**config.mk**
```make
export PLATFORM = sky130hd
export DESIGN_NAME = fvn_div
export DESIGN_NICKNAME = d
export VERILOG_FILES = /design/src/rtl/fvn_pkg.sv /design/src/rtl/fvn_div.sv
export SDC_FILE = /design/constraint.sdc
export NUM_CORES = 2
export LEC_CHECK = 0
export BUFFER_PORTS_ARGS = -buffer_cell sky130_fd_sc_hd__buf_2
export CORE_ASPECT_RATIO = 0.75
export CORE_MARGIN = 2
export CORE_UTILIZATION = 60
export CTS_BUF_LIST = sky130_fd_sc_hd__clkbuf_4
export DETAILED_ROUTE_END_ITERATION = 16
export GPL_ROUTABILITY_DRIVEN = 0
export PLACE_DENSITY_LB_ADDON = 0.2
export SLEW_MARGIN = 40
export SYNTH_ARGS = -nofsm -noshare
export SYNTH_HDL_FRONTEND = slang
export SYNTH_SLANG_ARGS = --single-unit
```
**constraint.sdc**
```tcl
create_clock -name clk -period 13.9 [get_ports clk]
set_input_delay 1.39 -clock clk [delete_from_list [all_inputs] [get_ports clk]]
set_output_delay 1.39 -clock clk [all_outputs]
set_load 0.05 [all_outputs]
```
**src/rtl/fvn_pkg.sv**
```systemverilog
`timescale 1ns / 1ps

package fvn_pkg;

	localparam int MAX_OCTAVES     = 8;
	localparam int COORD_FRAC_BITS = 16;
	localparam int FRAC_DOWN       = (COORD_FRAC_BITS > 16) ? (COORD_FRAC_BITS - 16) : 0;
	localparam int FRAC_UP         = (COORD_FRAC_BITS < 16) ? (16 - COORD_FRAC_BITS) : 0;

	// Pipeline depths of the parts, in register stages.
	localparam int LANE_LAT   = 7;
	localparam int SUM_LVLS   = (MAX_OCTAVES > 1) ? $clog2(MAX_OCTAVES) : 0;
	localparam int SUM_LEAVES = 1 << SUM_LVLS;
	localparam int SUM_LAT    = SUM_LVLS + 1;
	localparam int Q_BITS     = 16;
	localparam int DIV_LAT    = Q_BITS + 3;
	localparam int PIPE_LAT   = MAX_OCTAVES + LANE_LAT + SUM_LAT + DIV_LAT;

	localparam int PROD_W = 50;
	localparam int TOT_W  = PROD_W + SUM_LVLS;
	localparam int NORM_W = 32 + SUM_LVLS;

	localparam logic [31:0] HASH_MX   = 32'd374761393;
	localparam logic [31:0] HASH_MY   = 32'd668265263;
	localparam logic [31:0] HASH_MIX  = 32'd1274126177;
	localparam logic [31:0] HASH_MASK = 32'h00ffffff;
	localparam logic [31:0] SEED_STEP = 32'd101;
	localparam logic [31:0] FREQ_ONE  = 32'd4096;
	localparam logic [31:0] AMP_ONE   = 32'd65536;

	typedef logic signed [PROD_W-1:0] oct_prod_t;
	typedef logic signed [TOT_W-1:0]  total_t;
	typedef logic [NORM_W-1:0]        norm_t;

	typedef enum logic [1:0] {
		REG_BASE_SEED    = 2'd0,
		REG_OCTAVE_COUNT = 2'd1,
		REG_LACUNARITY   = 2'd2,
		REG_GAIN         = 2'd3
	} reg_idx_t;

	// Unsigned Q4.12 scaling, truncated and saturated to 32 bits.
	function automatic logic [31:0] mul_sat(input logic [31:0] a, input logic [15:0] m);
		logic [47:0] p;
		p = 48'(a) * 48'(m);
		return (|p[47:44]) ? 32'hFFFFFFFF : p[43:12];
	endfunction

endpackage

```
**src/rtl/fvn_div.sv**
```systemverilog
`timescale 1ns / 1ps

module fvn_div (
	input  logic               clk,
	input  logic               en,
	input  fvn_pkg::total_t    total,
	input  fvn_pkg::norm_t     norm,
	output logic signed [15:0] noise_value
);
	import fvn_pkg::*;

	localparam int NUM_W = TOT_W;
	localparam int DEN_W = NORM_W + 1;
	localparam int CMP_W = NUM_W + 1;

	logic [NUM_W-1:0] mag;
	logic [NUM_W-1:0] num_s1;
	logic [DEN_W-1:0] den_s1;
	logic             neg_s1, zero_s1;

	logic [NUM_W-1:0]  rem_s  [Q_BITS+1];
	logic [Q_BITS-1:0] quo_s  [Q_BITS+1];
	logic [DEN_W-1:0]  den_s  [Q_BITS+1];
	logic              neg_s  [Q_BITS+1];
	logic              zero_s [Q_BITS+1];
	logic              ovf_s  [Q_BITS+1];

	logic              big;
	logic [Q_BITS-1:0] qf;
	logic signed [15:0] res_s;

	assign mag = total[TOT_W-1] ? NUM_W'(-total) : NUM_W'(total);

	// The quotient is (|total| + norm) / (2 * norm): halving with rounding away from zero.
	always_ff @(posedge clk) begin
		if (en) begin
			num_s1  <= mag + NUM_W'(norm);
			den_s1  <= {norm, 1'b0};
			neg_s1  <= total[TOT_W-1];
			zero_s1 <= (norm == '0);
		end
	end

	always_ff @(posedge clk) begin
		if (en) begin
			rem_s[0]  <= num_s1;
			quo_s[0]  <= '0;
			den_s[0]  <= den_s1;
			neg_s[0]  <= neg_s1;
			zero_s[0] <= zero_s1;
			ovf_s[0]  <= CMP_W'(num_s1) >= (CMP_W'(den_s1) << Q_BITS);
		end
	end

	// One restoring step per stage, most significant quotient bit first.
	for (genvar i = 0; i < Q_BITS; i++) begin : g_step
		localparam int B = Q_BITS - 1 - i;
		logic [CMP_W-1:0] dsh;
		logic             ge;
		assign dsh = CMP_W'(den_s[i]) << B;
		assign ge  = CMP_W'(rem_s[i]) >= dsh;
		always_ff @(posedge clk) begin
			if (en) begin
				rem_s[i+1]  <= ge ? NUM_W'(CMP_W'(rem_s[i]) - dsh) : rem_s[i];
				quo_s[i+1]  <= quo_s[i] | (ge ? (Q_BITS'(1) << B) : '0);
				den_s[i+1]  <= den_s[i];
				neg_s[i+1]  <= neg_s[i];
				zero_s[i+1] <= zero_s[i];
				ovf_s[i+1]  <= ovf_s[i];
			end
		end
	end

	assign qf  = quo_s[Q_BITS];
	assign big = ovf_s[Q_BITS] || qf[Q_BITS-1];

	always_ff @(posedge clk) begin
		if (en) begin
			if (zero_s[Q_BITS]) begin
				res_s <= '0;
			end else if (big) begin
				res_s <= neg_s[Q_BITS] ? 16'sh8000 : 16'sh7FFF;
			end else begin
				res_s <= neg_s[Q_BITS] ? -$signed(qf) : $signed(qf);
			end
		end
	end

	assign noise_value = res_s;

endmodule

```
# After elaboration in Yosys (flattened, before gate mapping)
# Memory sizes are Yosys's and may differ from the RTL's.
# Index checks and enable logic that the tools add are counted.
dict set report totals {
  ram_bits 1836
  elab_cells 103
  regBits 106
  memories 6
}
dict set report op_classes {
  muxes 38
  addsub 19
  order_cmp 17
  n_bitwise 16
  n_reduce_logical 2
}
# name depth width rd rd_clocked_by_memory_dff write_ports line_no
set memory_table {}
lappend memory_table {rem_s 17 53 16 0 17 fvn_div.sv:21} ;# logic [NUM_W-1:0] rem_s [Q_BITS+1];
lappend memory_table {den_s 17 36 16 0 17 fvn_div.sv:23} ;# logic [DEN_W-1:0] den_s [Q_BITS+1];
lappend memory_table {quo_s 17 16 17 0 17 fvn_div.sv:22} ;# logic [Q_BITS-1:0] quo_s [Q_BITS+1];
lappend memory_table {neg_s 17 1 17 0 17 fvn_div.sv:24} ;# logic neg_s [Q_BITS+1];
lappend memory_table {ovf_s 17 1 17 0 17 fvn_div.sv:26} ;# logic ovf_s [Q_BITS+1];
lappend memory_table {zero_s 17 1 17 0 17 fvn_div.sv:25} ;# logic zero_s [Q_BITS+1];
# operator count
set op_table {}
lappend op_table {{$mux 53} 17}
lappend op_table {{$mux 16} 4}
lappend op_table {{$add 53x35->53} 1}
lappend op_table {{$ge 53x36->1} 1}
lappend op_table {{$ge 53x37->1} 1}
lappend op_table {{$ge 53x38->1} 1}
lappend op_table {{$ge 53x39->1} 1}
lappend op_table {{$ge 53x40->1} 1}
lappend op_table {{$ge 53x41->1} 1}
lappend op_table {{$ge 53x42->1} 1}
lappend op_table {{$ge 53x43->1} 1}
lappend op_table {{$ge 53x44->1} 1}
lappend op_table {{$ge 53x45->1} 1}
lappend op_table {{$ge 53x46->1} 1}
lappend op_table {{$ge 53x47->1} 1}
lappend op_table {{$ge 53x48->1} 1}
lappend op_table {{$ge 53x49->1} 1}
lappend op_table {{$ge 53x50->1} 1}
lappend op_table {{$ge 53x51->1} 1}
lappend op_table {{$ge 53x52->1} 1}
lappend op_table {{$neg 53->53} 1}
lappend op_table {{$sub 53x36->53} 1}
lappend op_table {{$sub 53x37->53} 1}
lappend op_table {{$sub 53x38->53} 1}
lappend op_table {{47 further kinds} 49}

# Depth between registers and ports, before layout
# An unclocked memory read counts as a cell.
dict set report logic_depth {
  ltp_word 4
  depth_mapped 20
  ltp_nobuf 19
}

# Least setup slack after synthesis
# No wires, ideal clock.
dict set report synth_path {
  path_kind {in2reg}
  startpoint {input port total[6]}
  endpoint {register num_s1[44], data pin}
  stages 17
  arrival_ns 5.937
  path_slack_ns 7.699
  cell_sequence {or4_4 or3_4 or3_2 o41ai_1 xnor2_1 ha_1 nand2_1 nor3_1 and4_1 a22o_1 o31a_1 a21oi_1 o21ai_0 a31oi_1 o21a_1 or4_2 xor2_1}
}
dict set report synth_between {
  elab_chain_len 3
}
# item line_no
set synth_rtl {}
lappend synth_rtl {{from (decl)} fvn_div.sv:6} ;# input fvn_pkg::total_t total,
lappend synth_rtl {{$neg 53->53} fvn_div.sv:32} ;# assign mag = total[TOT_W-1] ? NUM_W'(-total) : NUM_W'(total);
lappend synth_rtl {{$mux 53 (*)} fvn_div.sv:32}
lappend synth_rtl {{$add 53x35->53 (*)} fvn_div.sv:37} ;# num_s1 <= mag + NUM_W'(norm);
lappend synth_rtl {{to (signal assigned)} fvn_div.sv:37}
lappend synth_rtl {{to (decl)} fvn_div.sv:17} ;# logic [NUM_W-1:0] num_s1;
# Mark *: on every way between the ends. The rest lies on a longest branch, timed or not.
# A chain may end at the register's enable or synchronous reset.

# Worst setup path in the final report
# Same ends and word-level chain as after synthesis.

==> results.sh <==
export IMPL_grt_pass1_vias=62735
export IMPL_cts_setup_buffers=0
export IMPL_whs_ns=0.2457
export IMPL_synth_area_leaders="edfxtp_1 54%, ha_1 8.5%, a21oi_1 3.8%"
export IMPL_final_net_count=9473
export IMPL_multi_input_area_mm2=0.03938
export IMPL_first_iter_violations=8755
export IMPL_setup_viol=0
export IMPL_cts_tree="built"
export IMPL_synth_nets=9091
export IMPL_hold_violations=0
export IMPL_die_x_um=460.6
export IMPL_timing_fmax_mhz=172.7
export IMPL_yosys_area_top_type_share_pct=54.46
export IMPL_grt_usage_pct=29.08
export IMPL_fp_dieArea_mm2=0.1595
export IMPL_synth_main_ff_cell="edfxtp_1"
export IMPL_report_final_slew_viol_count=0
export IMPL_async_flop_share_pct=0
export IMPL_ir_drop_mv=0.1389
export IMPL_core_rowCount=125
export IMPL_netlist_area_mm2=0.09380
export IMPL_core_area_mm2=0.1550
export IMPL_leakage_nw=40.82
export IMPL_tightestPinTransition_ns=1.006
export IMPL_antenna_found_initial=14
export IMPL_start_kind="input port"
export IMPL_fin_worst_skew_ns=0.1349
export IMPL_synth_seq_cells=1701
export IMPL_rsz0062_at_grt="no"
export IMPL_relSlewSlack_pct=32.92
export IMPL_gr_total_overflow=0
export IMPL_grt_max_degree=168
export IMPL_period_minus_slack_ns=5.790
export IMPL_grt_pass1_wl_mm=360.1
export IMPL_avgRoutedWirePerCell_um=21.03
export IMPL_cap_violations=0
export IMPL_yosysSeqAreaShare_pct=54.46
export IMPL_cts_root_buf="clkbuf_4"
export IMPL_io_buffers=105
export IMPL_ys_warn_count=0
export IMPL_wirelength_mm=234.2
export IMPL_die_y_um=346.4
export IMPL_clkTransAtPathRegs_ns=0.09
export IMPL_synthDistinctLibCells=93
export IMPL_drive_above_1_share_pct=11.17
export IMPL_syn_area_per_cell_um2=11.23
export IMPL_arrival_ns=6.88
export IMPL_ios=106
export IMPL_yosysTopAreaCell="edfxtp_1"
export IMPL_syn2layout_area_growth_pct=8.836
export IMPL_powerDensity_mw_per_mm2=199.7
export IMPL_h_tree_depth=5
export IMPL_criticalPathCategory="in2reg"
export IMPL_cts_resized=0
export IMPL_worstSetupEndpointType="flop"
export IMPL_layout_commonest_cell="edfxtp_1"
export IMPL_r2r_cells=15
export IMPL_synthCells=8351
export IMPL_fillers=11739
export IMPL_synth_edff_count=1701
export IMPL_fin_setup_tns_ns=0
export IMPL_dr_pass1_iters=6
export IMPL_vias_per_cell=6.087
export IMPL_cts_sinks=1701
export IMPL_crit_fanout=6
export IMPL_outcome="complete, no violations"
export IMPL_required_ns=14.99
export IMPL_initial_core_util_pct=60.52
export IMPL_drc=0
export IMPL_layout_common_cells="1701 x edfxtp_1, 747 x inv_1, 708 x a21oi_1"
export IMPL_hold_buffers=0
export IMPL_seqCellArea_mm2=0.05108
export IMPL_cts_buffers=419
export IMPL_antenna_left=0
export IMPL_layout_worst_path_cycle_share_pct=41.66
export IMPL_vias=67792
export IMPL_hpwl_mm=176.3
export IMPL_min_path_type="in2reg"
export IMPL_clock_latency_ns=1.37
export IMPL_cts_buffer_depth=4
export IMPL_min_path_cells=1
critical path, cell delays in order:
cell and delay (ns):
buf_2 0.11, or4_4 0.55, or3_4 0.44, or3_2 0.53
o41ai_1 0.34, xnor2_1 0.12, ha_1 0.38, nand2_1 0.13
nor3_1 0.32, and4_1 0.23, a22o_1 0.21, o31a_1 0.28
a21oi_1 0.17, o21ai_0 0.31, a31oi_1 0.23, o21a_1 0.28
or4_2 0.69, xor2_1 0.16
flip-flops by register name, summed over array words and instances, names as in the netlist:
signal       cells
den_s          560
neg_s1           1
noise_value     16
zero_s          17
num_s1          53
zero_s1          1
rem_s          848
neg_s           17
ovf_s           17
den_s1          35
quo_s          136
synthesized netlist by cell type (10+ instances only):
cell / n
fa_1: 16
a31o_2: 22
ha_1: 634
xnor2_1: 383
and3_1: 66
or2_2: 29
edfxtp_1: 1701
clkbuf_1: 167
a41oi_1: 12
a31oi_1: 70
nand4_1: 116
xor2_1: 283
a2111oi_0: 19
nand2b_1: 107
o31a_1: 16
and2_1: 24
o21a_1: 92
buf_1: 18
or3_1: 52
o21bai_1: 70
o22a_1: 11
a211o_1: 11
nor4b_1: 14
o41ai_1: 11
nor4_1: 96
nor2_1: 567
o211ai_1: 40
inv_1: 747
nand2_1: 565
mux2_2: 113
or4_1: 32
nor3b_1: 20
nor2b_1: 94
o31ai_1: 53
o21ai_0: 543
nand3_1: 118
a211oi_1: 61
nor3_1: 123
a21o_1: 309
a221o_1: 10
a221oi_1: 12
a21oi_1: 711
and4_1: 16
nand4b_1: 21
a21boi_0: 22
area by class of cell:
class                      count  area share (%)
sequential                  1701           50.03
clock buffer                 589           4.331
multi-input combinational   5712           38.58
clock inverter               132          0.6655
inverter                     749           2.754
antenna                       10         0.02451
timing repair buffer         150           1.044
tap                         2095           2.568
per-stage QoR:
step | instances | cell area (um^2) | total power [W] | setup slack, ns | util, %
after floorplan | 8351 | 93800 | 0.01377 | 7.699 | -
after global placement | 10401 | 96690 | 0.01585 | 6.928 | 62.39
after detailed placement | 10405 | 96880 | 0.01609 | 6.901 | 62.50
after CTS | 11126 | 102000 | 0.02023 | 8.397 | 65.80
after global routing | 11134 | 102100 | 0.02164 | 7.915 | 65.86
final | 11138 | 102100 | 0.02039 | 8.110 | 65.87
power by group:
group / internal, W / switching (W) / leakage, nW
logic: 0.00340 / 0.00479 / 21.3
registers: 0.00726 / 0.000869 / 16.5
clock network: 0.00204 / 0.00202 / 3.05
metal layers:
layer	routed length, um	share of wire (%)	track usage, %	vias up
li1	-	-	-	31823
met1	106600	45	45.48	32294
met2	91310	39	37.75	3308
met3	32100	14	10.34	365
met4	4263	1.8	7.559	2
met5	13	0.0055	0	-
path summary, 6_finish.rpt:
| check | from | to | slack (ns) |
|---|---|---|---|
| max | total[6] | num_s1[44]$_DFFE_PP_ | 8.11 |
| min | norm[13] | den_s1[14]$_DFFE_PP_ | 0.25 |
| max reg2reg | rem_s[0][484]$_DFFE_PP_ | rem_s[0][541]$_DFFE_PP_ | 8.38 |
| min reg2reg | quo_s[0][158]$_DFFE_PP_ | quo_s[0][174]$_DFFE_PP_ | 0.39 |
cells by family (layout without fill, tap and decap cells):
group,Yosys count,after routing,share of synthesized area (%)
buffers and inverters,938,1620,3.778
AND/OR/NAND/NOR,2104,2104,11.04
AO/OA/AOI/OAI,2171,2171,14.25
other,0,10,0
multiplexers,119,119,1.421
adder cells (fa/ha/maj),650,650,8.798
flip-flops,1701,1701,54.46
XOR/XNOR,668,668,6.253
(Power assumes the default switching activity.)
