--- src/rtl/fvn_pkg.sv ---
`timescale 1ns / 1ps

package fvn_pkg;

	localparam int MAX_OCTAVES     = 8;
	localparam int COORD_FRAC_BITS = 16;
	localparam int FRAC_DOWN       = (COORD_FRAC_BITS > 16) ? (COORD_FRAC_BITS - 16) : 0;
	localparam int FRAC_UP         = (COORD_FRAC_BITS < 16) ? (16 - COORD_FRAC_BITS) : 0;

	// Pipeline depths of the parts, in register stages.
	localparam int LANE_LAT   = 7;
	localparam int SUM_LVLS   = (MAX_OCTAVES > 1) ? $clog2(MAX_OCTAVES) : 0;
	localparam int SUM_LEAVES = 1 << SUM_LVLS;
	localparam int SUM_LAT    = SUM_LVLS + 1;
	localparam int Q_BITS     = 16;
	localparam int DIV_LAT    = Q_BITS + 3;
	localparam int PIPE_LAT   = MAX_OCTAVES + LANE_LAT + SUM_LAT + DIV_LAT;

	localparam int PROD_W = 50;
	localparam int TOT_W  = PROD_W + SUM_LVLS;
	localparam int NORM_W = 32 + SUM_LVLS;

	localparam logic [31:0] HASH_MX   = 32'd374761393;
	localparam logic [31:0] HASH_MY   = 32'd668265263;
	localparam logic [31:0] HASH_MIX  = 32'd1274126177;
	localparam logic [31:0] HASH_MASK = 32'h00ffffff;
	localparam logic [31:0] SEED_STEP = 32'd101;
	localparam logic [31:0] FREQ_ONE  = 32'd4096;
	localparam logic [31:0] AMP_ONE   = 32'd65536;

	typedef logic signed [PROD_W-1:0] oct_prod_t;
	typedef logic signed [TOT_W-1:0]  total_t;
	typedef logic [NORM_W-1:0]        norm_t;

	typedef enum logic [1:0] {
		REG_BASE_SEED    = 2'd0,
		REG_OCTAVE_COUNT = 2'd1,
		REG_LACUNARITY   = 2'd2,
		REG_GAIN         = 2'd3
	} reg_idx_t;

	// Unsigned Q4.12 scaling, truncated and saturated to 32 bits.
	function automatic logic [31:0] mul_sat(input logic [31:0] a, input logic [15:0] m);
		logic [47:0] p;
		p = 48'(a) * 48'(m);
		return (|p[47:44]) ? 32'hFFFFFFFF : p[43:12];
	endfunction

endpackage

--- src/rtl/fvn_sum.sv ---
`timescale 1ns / 1ps

module fvn_sum (
	input  logic               clk,
	input  logic               en,
	input  logic [3:0]         octave_count,
	input  fvn_pkg::oct_prod_t prod [fvn_pkg::MAX_OCTAVES],
	input  logic [31:0]        amp [fvn_pkg::MAX_OCTAVES],
	output fvn_pkg::total_t    total,
	output fvn_pkg::norm_t     norm
);
	import fvn_pkg::*;

	logic [4:0] cnt;
	total_t     tot_s [SUM_LVLS+1][SUM_LEAVES];
	norm_t      nrm_s [SUM_LVLS+1][SUM_LEAVES];

	assign cnt = (5'(octave_count) > 5'(MAX_OCTAVES)) ? 5'(MAX_OCTAVES) : 5'(octave_count);

	// Octaves beyond the programmed count contribute nothing to either sum.
	for (genvar k = 0; k < SUM_LEAVES; k++) begin : g_leaf
		if (k < MAX_OCTAVES) begin : g_used
			always_ff @(posedge clk) begin
				if (en) begin
					tot_s[0][k] <= (5'(k) < cnt) ? total_t'(prod[k]) : '0;
					nrm_s[0][k] <= (5'(k) < cnt) ? norm_t'(amp[k]) : '0;
				end
			end
		end else begin : g_pad
			always_ff @(posedge clk) begin
				if (en) begin
					tot_s[0][k] <= '0;
					nrm_s[0][k] <= '0;
				end
			end
		end
	end

	for (genvar lv = 1; lv <= SUM_LVLS; lv++) begin : g_lvl
		for (genvar i = 0; i < (SUM_LEAVES >> lv); i++) begin : g_node
			always_ff @(posedge clk) begin
				if (en) begin
					tot_s[lv][i] <= tot_s[lv-1][2*i] + tot_s[lv-1][2*i+1];
					nrm_s[lv][i] <= nrm_s[lv-1][2*i] + nrm_s[lv-1][2*i+1];
				end
			end
		end
	end

	assign total = tot_s[SUM_LVLS][0];
	assign norm  = nrm_s[SUM_LVLS][0];

endmodule

--- config.mk ---
export PLATFORM = sky130hd
export DESIGN_NAME = fvn_sum
export DESIGN_NICKNAME = d
export VERILOG_FILES = /design/src/rtl/fvn_pkg.sv /design/src/rtl/fvn_sum.sv
export SDC_FILE = /design/constraint.sdc
export NUM_CORES = 2
export LEC_CHECK = 0
export ABC_AREA = 1
export BUFFER_PORTS_ARGS = -buffer_cell sky130_fd_sc_hd__buf_2
export CAP_MARGIN = 20
export CELL_PAD_IN_SITES_DETAIL_PLACEMENT = 0
export CELL_PAD_IN_SITES_GLOBAL_PLACEMENT = 2
export CORE_UTILIZATION = 30
export DETAILED_ROUTE_END_ITERATION = 6
export GPL_ROUTABILITY_DRIVEN = 0
export PLACE_DENSITY_LB_ADDON = 0.08
export SETUP_SLACK_MARGIN = 0.3
export SLEW_MARGIN = 20
export SYNTH_ARGS = -nofsm -noshare
export SYNTH_HDL_FRONTEND = slang
export SYNTH_SLANG_ARGS = --single-unit
--- constraint.sdc ---
create_clock -name clk -period 2.1 [get_ports clk]
set_input_delay 0.21 -clock clk [delete_from_list [all_inputs] [get_ports clk]]
set_output_delay 0.21 -clock clk [all_outputs]
set_load 0.1 [all_outputs]
# --- Yosys cells after proc, flatten, opt, wreduce, memory -nomap -nowiden ---
# Memory sizes are Yosys's and may differ from the RTL's.
# Index checks and enable logic that the tools add are counted.
word_totals:
  ff_bits: 0
  ramBits: 2768
  out_inout_bits: 88
  mem_count: 2
  latchBits: 0
  rom_bits: 0
memory_table:
  columns: ["name", "words", "width", "read_ports", "rd_clocked_by_memory_dff", "write_ports", "line", "rtl"]
  rows:
  - ["tot_s", 4, 424, 4, 0, 4, "fvn_sum.sv:15", "total_t tot_s [SUM_LVLS+1][SUM_LEAVES];"]
  - ["nrm_s", 4, 268, 4, 0, 4, "fvn_sum.sv:16", "norm_t nrm_s [SUM_LVLS+1][SUM_LEAVES];"]
classes:
  eq_ne: 0
  n_lt_le_gt_ge: 9
  reduce_logical: 0
  mux: 19
  bitwise: 0
  n_mul: 0
  n_div: 0
  shift: 0
  add_sub_neg: 14
ops:
  columns: ["cell", "n"]
  rows:
  - ["$mux 53", 8]
  - ["$add 53x53->53", 7]
  - ["$mux 32", 8]
  - ["$add 35x35->35", 7]
  - ["$lt 3x4->1 const A", 4]
  - ["$lt 1x4->1 const A", 2]
  - ["$lt 2x4->1 const A", 2]
  - ["$gt 4x4->1 const B", 1]
  - ["$mux 4", 1]
  - ["$mux 1", 2]

# --- Depth between registers and ports, before layout ---
depth:
  ltp_word: 4
  mapped_depth: 14
  depth_no_buf: 14

# --- Worst setup path before layout ---
# Ideal clock, no wire load.
synth_path:
  kind: "reg2reg"
  from: "memory nrm_s[0][466] in the netlist's numbering"
  to: "memory nrm_s[1][253] in the netlist's numbering (data pin)"
  n_path_buf: 0
  arrival_time_ns: 1.760
  t_required_ns: 1.848
  path_stages_with_launch: 14
  setup_slack_ns: 0.087
  synth_period_minus_slack_ns: 2.013
  cell_sequence: "edfxtp_1 ha_1 fa_1 nand2_1 nand2_1 and2_1 nand2_1 nand2_1 nand2_1 nand2_1 nand3_1 nand2_1 nand2_1 nand2_1"
synth_lines:
  columns: ["item", "line"]
  rows:
  - ["start: declaration", "fvn_sum.sv:16"]

==> summary.json <==
{
  "clocking": {
    "clk_pin_slew_worst_paths_ns": 0.06,
    "clk-insertion-delay-late_ns": 0.86,
    "clock_tree_from_tritoncts": "yes",
    "cts_buffers": 160,
    "ctsHtreeMaxLevel": 4,
    "cts_max_path_buffers": 4,
    "cts_root_buffer": "sky130_fd_sc_hd__clkbuf_16",
    "clock_sinks": 1262
  },
  "floorplan": {
    "floorplan.core_area_sq_mm": 0.2968,
    "die_area_sq_mm": 0.3004,
    "chipWidth_um": 548.1,
    "die-height_um": 548.1,
    "start_util": 0.3015,
    "rows": 200,
    "boundaryPins": 750
  },
  "place": {
    "dpl.hpwl_um": 293300,
    "placed_cell_area_sq_mm": 0.1092,
    "port_buffers": 749
  },
  "synth": {
    "synth_fp_nets": 13184,
    "synth.yosys.seq_area_share": 0.4235,
    "yosysWarningCount": 0,
    "yosys_register_bits": 1262,
    "ys_types": 47,
    "synthCells": 11924,
    "syn_area_sq_mm": 0.08948,
    "synthesis.area_per_instance_sq_um": 7.504
  },
  "power": {
    "pwr_density_cell_mw_per_mm2": 1122,
    "power.ir.vdd_worst_mv": 0.6253,
    "clock_power_share": 0.167,
    "reported_net_switching_power_uw": 73070,
    "internal_power_uw": 91690,
    "power.static_leakage_uw": 0.06858,
    "netSwitchingFraction": 0.4435,
    "seqPwrFrac": 0.244,
    "combinationalPowerShare": 0.589
  },
  "detailed_routing": {
    "violation_count_after_the_first_detailed_route_iteration": 4527,
    "drcViolationCount": 0,
    "routed_via_density": 4.533,
    "route.detailed.wl_per_inst_um": 18.89,
    "detailedRoute.firstPassIterationCount": 6,
    "wirelength_um": 365700,
    "routed-via-count": 87756,
    "detail-route-antenna-nets": 0
  },
  "setup_path": {
    "critical_path_class": "reg2reg",
    "cp_num_buf_inv": 1,
    "cpPeakStageDelay_ns": 0.41,
    "end_kind": "register",
    "family_of_cells_with_the_greatest_summed_delay_on_the_critical_path": "simple AND/OR/NAND/NOR gates",
    "crit_chain": "ha_4 -> fa_2 -> nand2_2 -> nand2_2 -> nand3b_1 -> nand2_4 -> nand2_4 -> nand2_4 -> nand2_1 -> nand3_2 -> xor2_2 -> buf_4",
    "timing.critical_path.arrival_ns": 2.85,
    "worst_path_max_delay_cell": "sky130_fd_sc_hd__edfxtp_1",
    "timing.critical_path.from_type": "register",
    "critical-path-top-cell-by-count": "sky130_fd_sc_hd__nand2_4",
    "critical_path_peak_fanout": 4,
    "critical_path_required_ns": 2.70
  },
  "timing": {
    "fin_worst_hold_slack_ns": 0.05355,
    "timing.fmax_ghz": 0.4431,
    "maxSlewViolCount": 0,
    "slew_headroom": 0.4662,
    "hold_viol": 0,
    "setup_total_negative_slack_ns": -5.363,
    "final.setup.worst_slack_ns": -0.1570,
    "post-route-period-util": 1.075,
    "final-setup-viol-count": 123,
    "finalClockSkew_ns": 0.05699,
    "worst_pin_slew_ns": 0.8007,
    "rsz0062_at_grt": "true",
    "minimum_clock_period_ns": 2.257
  },
  "status": {
    "violations": "setup timing",
    "result_of_the_run": "finished with violations"
  },
  "finish": {
    "finish.net_count": 16551,
    "postLayoutCellArea_sq_mm": 0.1468,
    "final_util": 0.4947,
    "layout-drive-gt1-share": 0.4302,
    "area.growth.synth_to_final_pct": 64.07
  },
  "global_route": {
    "grt.total_usage": 0.2350,
    "largest_net_degree_at_the_start_of_global_routing": 83,
    "grt_pass1_vias": 89405,
    "initial_antenna_violation_count": 8,
    "global_route.overflow_total": 0,
    "grt_first_pass_wirelength_um": 537600
  },
  "flow_run": {
    "cap_violations": 0
  },
  "worst_hold_path": {
    "holdCritPathClass": "in2reg"
  }
}
[synth_stat cells, drive strengths merged]
master / number / share of area
a21boi: 11 / 0.00092
a21o: 37 / 0.0031
a21oi: 525 / 0.029
a221oi: 1 / 0.000098
a31oi: 2 / 0.00021
and2: 52 / 0.0037
and3: 6 / 0.00042
buf: 124 / 0.011
clkbuf: 34 / 0.0014
edfxtp: 1262 / 0.42
fa: 14 / 0.0031
ha: 584 / 0.082
inv: 2344 / 0.098
nand2: 3819 / 0.16
nand2b: 1 / 0.000070
nand3: 584 / 0.034
nand3b: 26 / 0.0023
nand4: 115 / 0.0080
nor2: 1568 / 0.070
nor3: 132 / 0.0098
nor3b: 1 / 0.000084
nor4: 31 / 0.0022
o211ai: 15 / 0.0013
o21a: 20 / 0.0017
o21ai: 188 / 0.011
o21bai: 70 / 0.0059
o31ai: 1 / 0.00024
or2: 15 / 0.0010
xnor2: 30 / 0.0029
xor2: 312 / 0.031
[per-stage QoR]
stage / power [uW] / cells / setup slack, ns
3_5_place_dp: 107700 / 17928 / -0.5411
4_1_cts: 152900 / 19156 / -0.2209
6_report: 164800 / 19360 / -0.1570
5_1_grt: 173600 / 19356 / -0.2292
3_3_place_gp: 108100 / 17928 / -0.5664
2_1_floorplan: 76240 / 11924 / 0.2020
[per-layer routing]
| layer | wire (um) | track usage | vias to the layer above |
|---|---|---|---|
| met3 | 11630 | 0.02179 | 409 |
| met4 | 10470 | 0.06341 | 2 |
| met2 | 175800 | 0.4049 | 1442 |
| met5 | 20 | 0 | - |
| li1 | - | - | 44227 |
| met1 | 167800 | 0.3136 | 41676 |
[path summary, 6_finish.rpt]
| path | start | to | slack [ns] | depth (start not counted) |
|---|---|---|---|---|
| worst max register to register | tot_s[0][53]$_SDFFCE_PP0P_ | tot_s[0][662]$_DFFE_PP_ | -0.16 | 12 |
| worst min-delay path | octave_count[0] | nrm_s[0][101]$_SDFFCE_PP0P_ | 0.05 | 4 |
| worst min register to register | nrm_s[0][396]$_DFFE_PP_ | nrm_s[1][198]$_DFFE_PP_ | 0.59 | 1 |
| worst max-delay path | tot_s[0][53]$_SDFFCE_PP0P_ | tot_s[0][662]$_DFFE_PP_ | -0.16 | 12 |
[repair_timing]
| action | 4_1_cts | 5_1_grt |
|---|---|---|
| endpoints found under the setup margin | 628 | 631 |
| gates resized for setup | 2851 | 2111 |
| hold endpoints to repair | 884 | 0 |
| pin swaps | 943 | 994 |
| setup buffers | 254 | 198 |
| hold buffers | 688 | 0 |
[cell families after synthesis]
logic type      count (synthesis)  synth area share
compound gates                870           0.05339
xor+xnor                      342           0.03348
fa+ha+maj                     598           0.08479
buf+inv                      2502            0.1103
flops                        1262            0.4235
simple gates                 6350            0.2945
[sequential cells by signal, indices dropped and copies added (netlist names)]
register	cells
tot_s	771
nrm_s	491
[placed cells by master, fill, tap and decap left out, types with 32 or more instances in the layout]
master / netlist / final
sky130_fd_sc_hd__nor3_2: 14 / 47
sky130_fd_sc_hd__ha_1: 584 / 55
sky130_fd_sc_hd__o21bai_1: 70 / 50
sky130_fd_sc_hd__nand2_4: 0 / 386
sky130_fd_sc_hd__o21ai_2: 1 / 41
sky130_fd_sc_hd__o21ai_1: 1 / 59
sky130_fd_sc_hd__nor2_2: 109 / 254
sky130_fd_sc_hd__ha_2: 0 / 37
sky130_fd_sc_hd__a21o_1: 37 / 37
sky130_fd_sc_hd__xor2_2: 0 / 46
sky130_fd_sc_hd__nor3_1: 105 / 33
sky130_fd_sc_hd__buf_2: 18 / 736
sky130_fd_sc_hd__inv_1: 2309 / 2107
sky130_fd_sc_hd__nand4_1: 115 / 115
sky130_fd_sc_hd__buf_6: 16 / 242
sky130_fd_sc_hd__edfxtp_1: 1262 / 1262
sky130_fd_sc_hd__nor2_4: 12 / 291
sky130_fd_sc_hd__nand3_2: 30 / 213
sky130_fd_sc_hd__nand3_1: 554 / 246
sky130_fd_sc_hd__inv_2: 35 / 215
sky130_fd_sc_hd__a21oi_1: 523 / 197
sky130_fd_sc_hd__clkbuf_16: 0 / 163
sky130_fd_sc_hd__xor2_1: 312 / 219
sky130_fd_sc_hd__nor3_4: 13 / 52
sky130_fd_sc_hd__a21oi_4: 0 / 85
sky130_fd_sc_hd__buf_4: 90 / 1633
sky130_fd_sc_hd__and2_4: 0 / 32
sky130_fd_sc_hd__dlygate4sd3_1: 0 / 688
sky130_fd_sc_hd__nor2_1: 1447 / 1023
sky130_fd_sc_hd__o21ai_0: 186 / 83
sky130_fd_sc_hd__nand2_8: 0 / 32
sky130_fd_sc_hd__nand3_4: 0 / 125
sky130_fd_sc_hd__nand2_2: 88 / 964
sky130_fd_sc_hd__buf_12: 0 / 62
sky130_fd_sc_hd__a21oi_2: 2 / 243
sky130_fd_sc_hd__nand2_1: 3731 / 2437
sky130_fd_sc_hd__xor2_4: 0 / 47
sky130_fd_sc_hd__ha_4: 0 / 492
[power by group through the flow]
stage	clock, uW	combinational, uW	sequential (uW)
CTS	28300	84600	40000
finish	27500	97100	40200
floorplan	0	39700	36500
global route	29000	104000	40500
detailed placement	0	68600	39100
global placement	0	69000	39100
[final cells by class]
type / count / area [sq um]
flip-flops and latches: 1262 / 37900
clock inverters: 96 / 907.1
clock buffers: 190 / 4180
fillers: 28790 / 150000
repair buffers: 3363 / 26830
diodes: 6 / 15.01
well taps: 3939 / 4928
multi-input cells: 8160 / 63200
inverters: 2344 / 8855
[worst register-to-register path, stage by stage (launching register included)]
cell and delay (ns):
sky130_fd_sc_hd__edfxtp_1 0.41, sky130_fd_sc_hd__ha_4 0.20, sky130_fd_sc_hd__fa_2 0.36, sky130_fd_sc_hd__nand2_2 0.08, sky130_fd_sc_hd__nand2_2 0.07, sky130_fd_sc_hd__nand3b_1 0.13, sky130_fd_sc_hd__nand2_4 0.11, sky130_fd_sc_hd__nand2_4 0.08
sky130_fd_sc_hd__nand2_4 0.07, sky130_fd_sc_hd__nand2_1 0.08, sky130_fd_sc_hd__nand3_2 0.08, sky130_fd_sc_hd__xor2_2 0.17, sky130_fd_sc_hd__buf_4 0.16
Power figures use the tool's default switching activity.
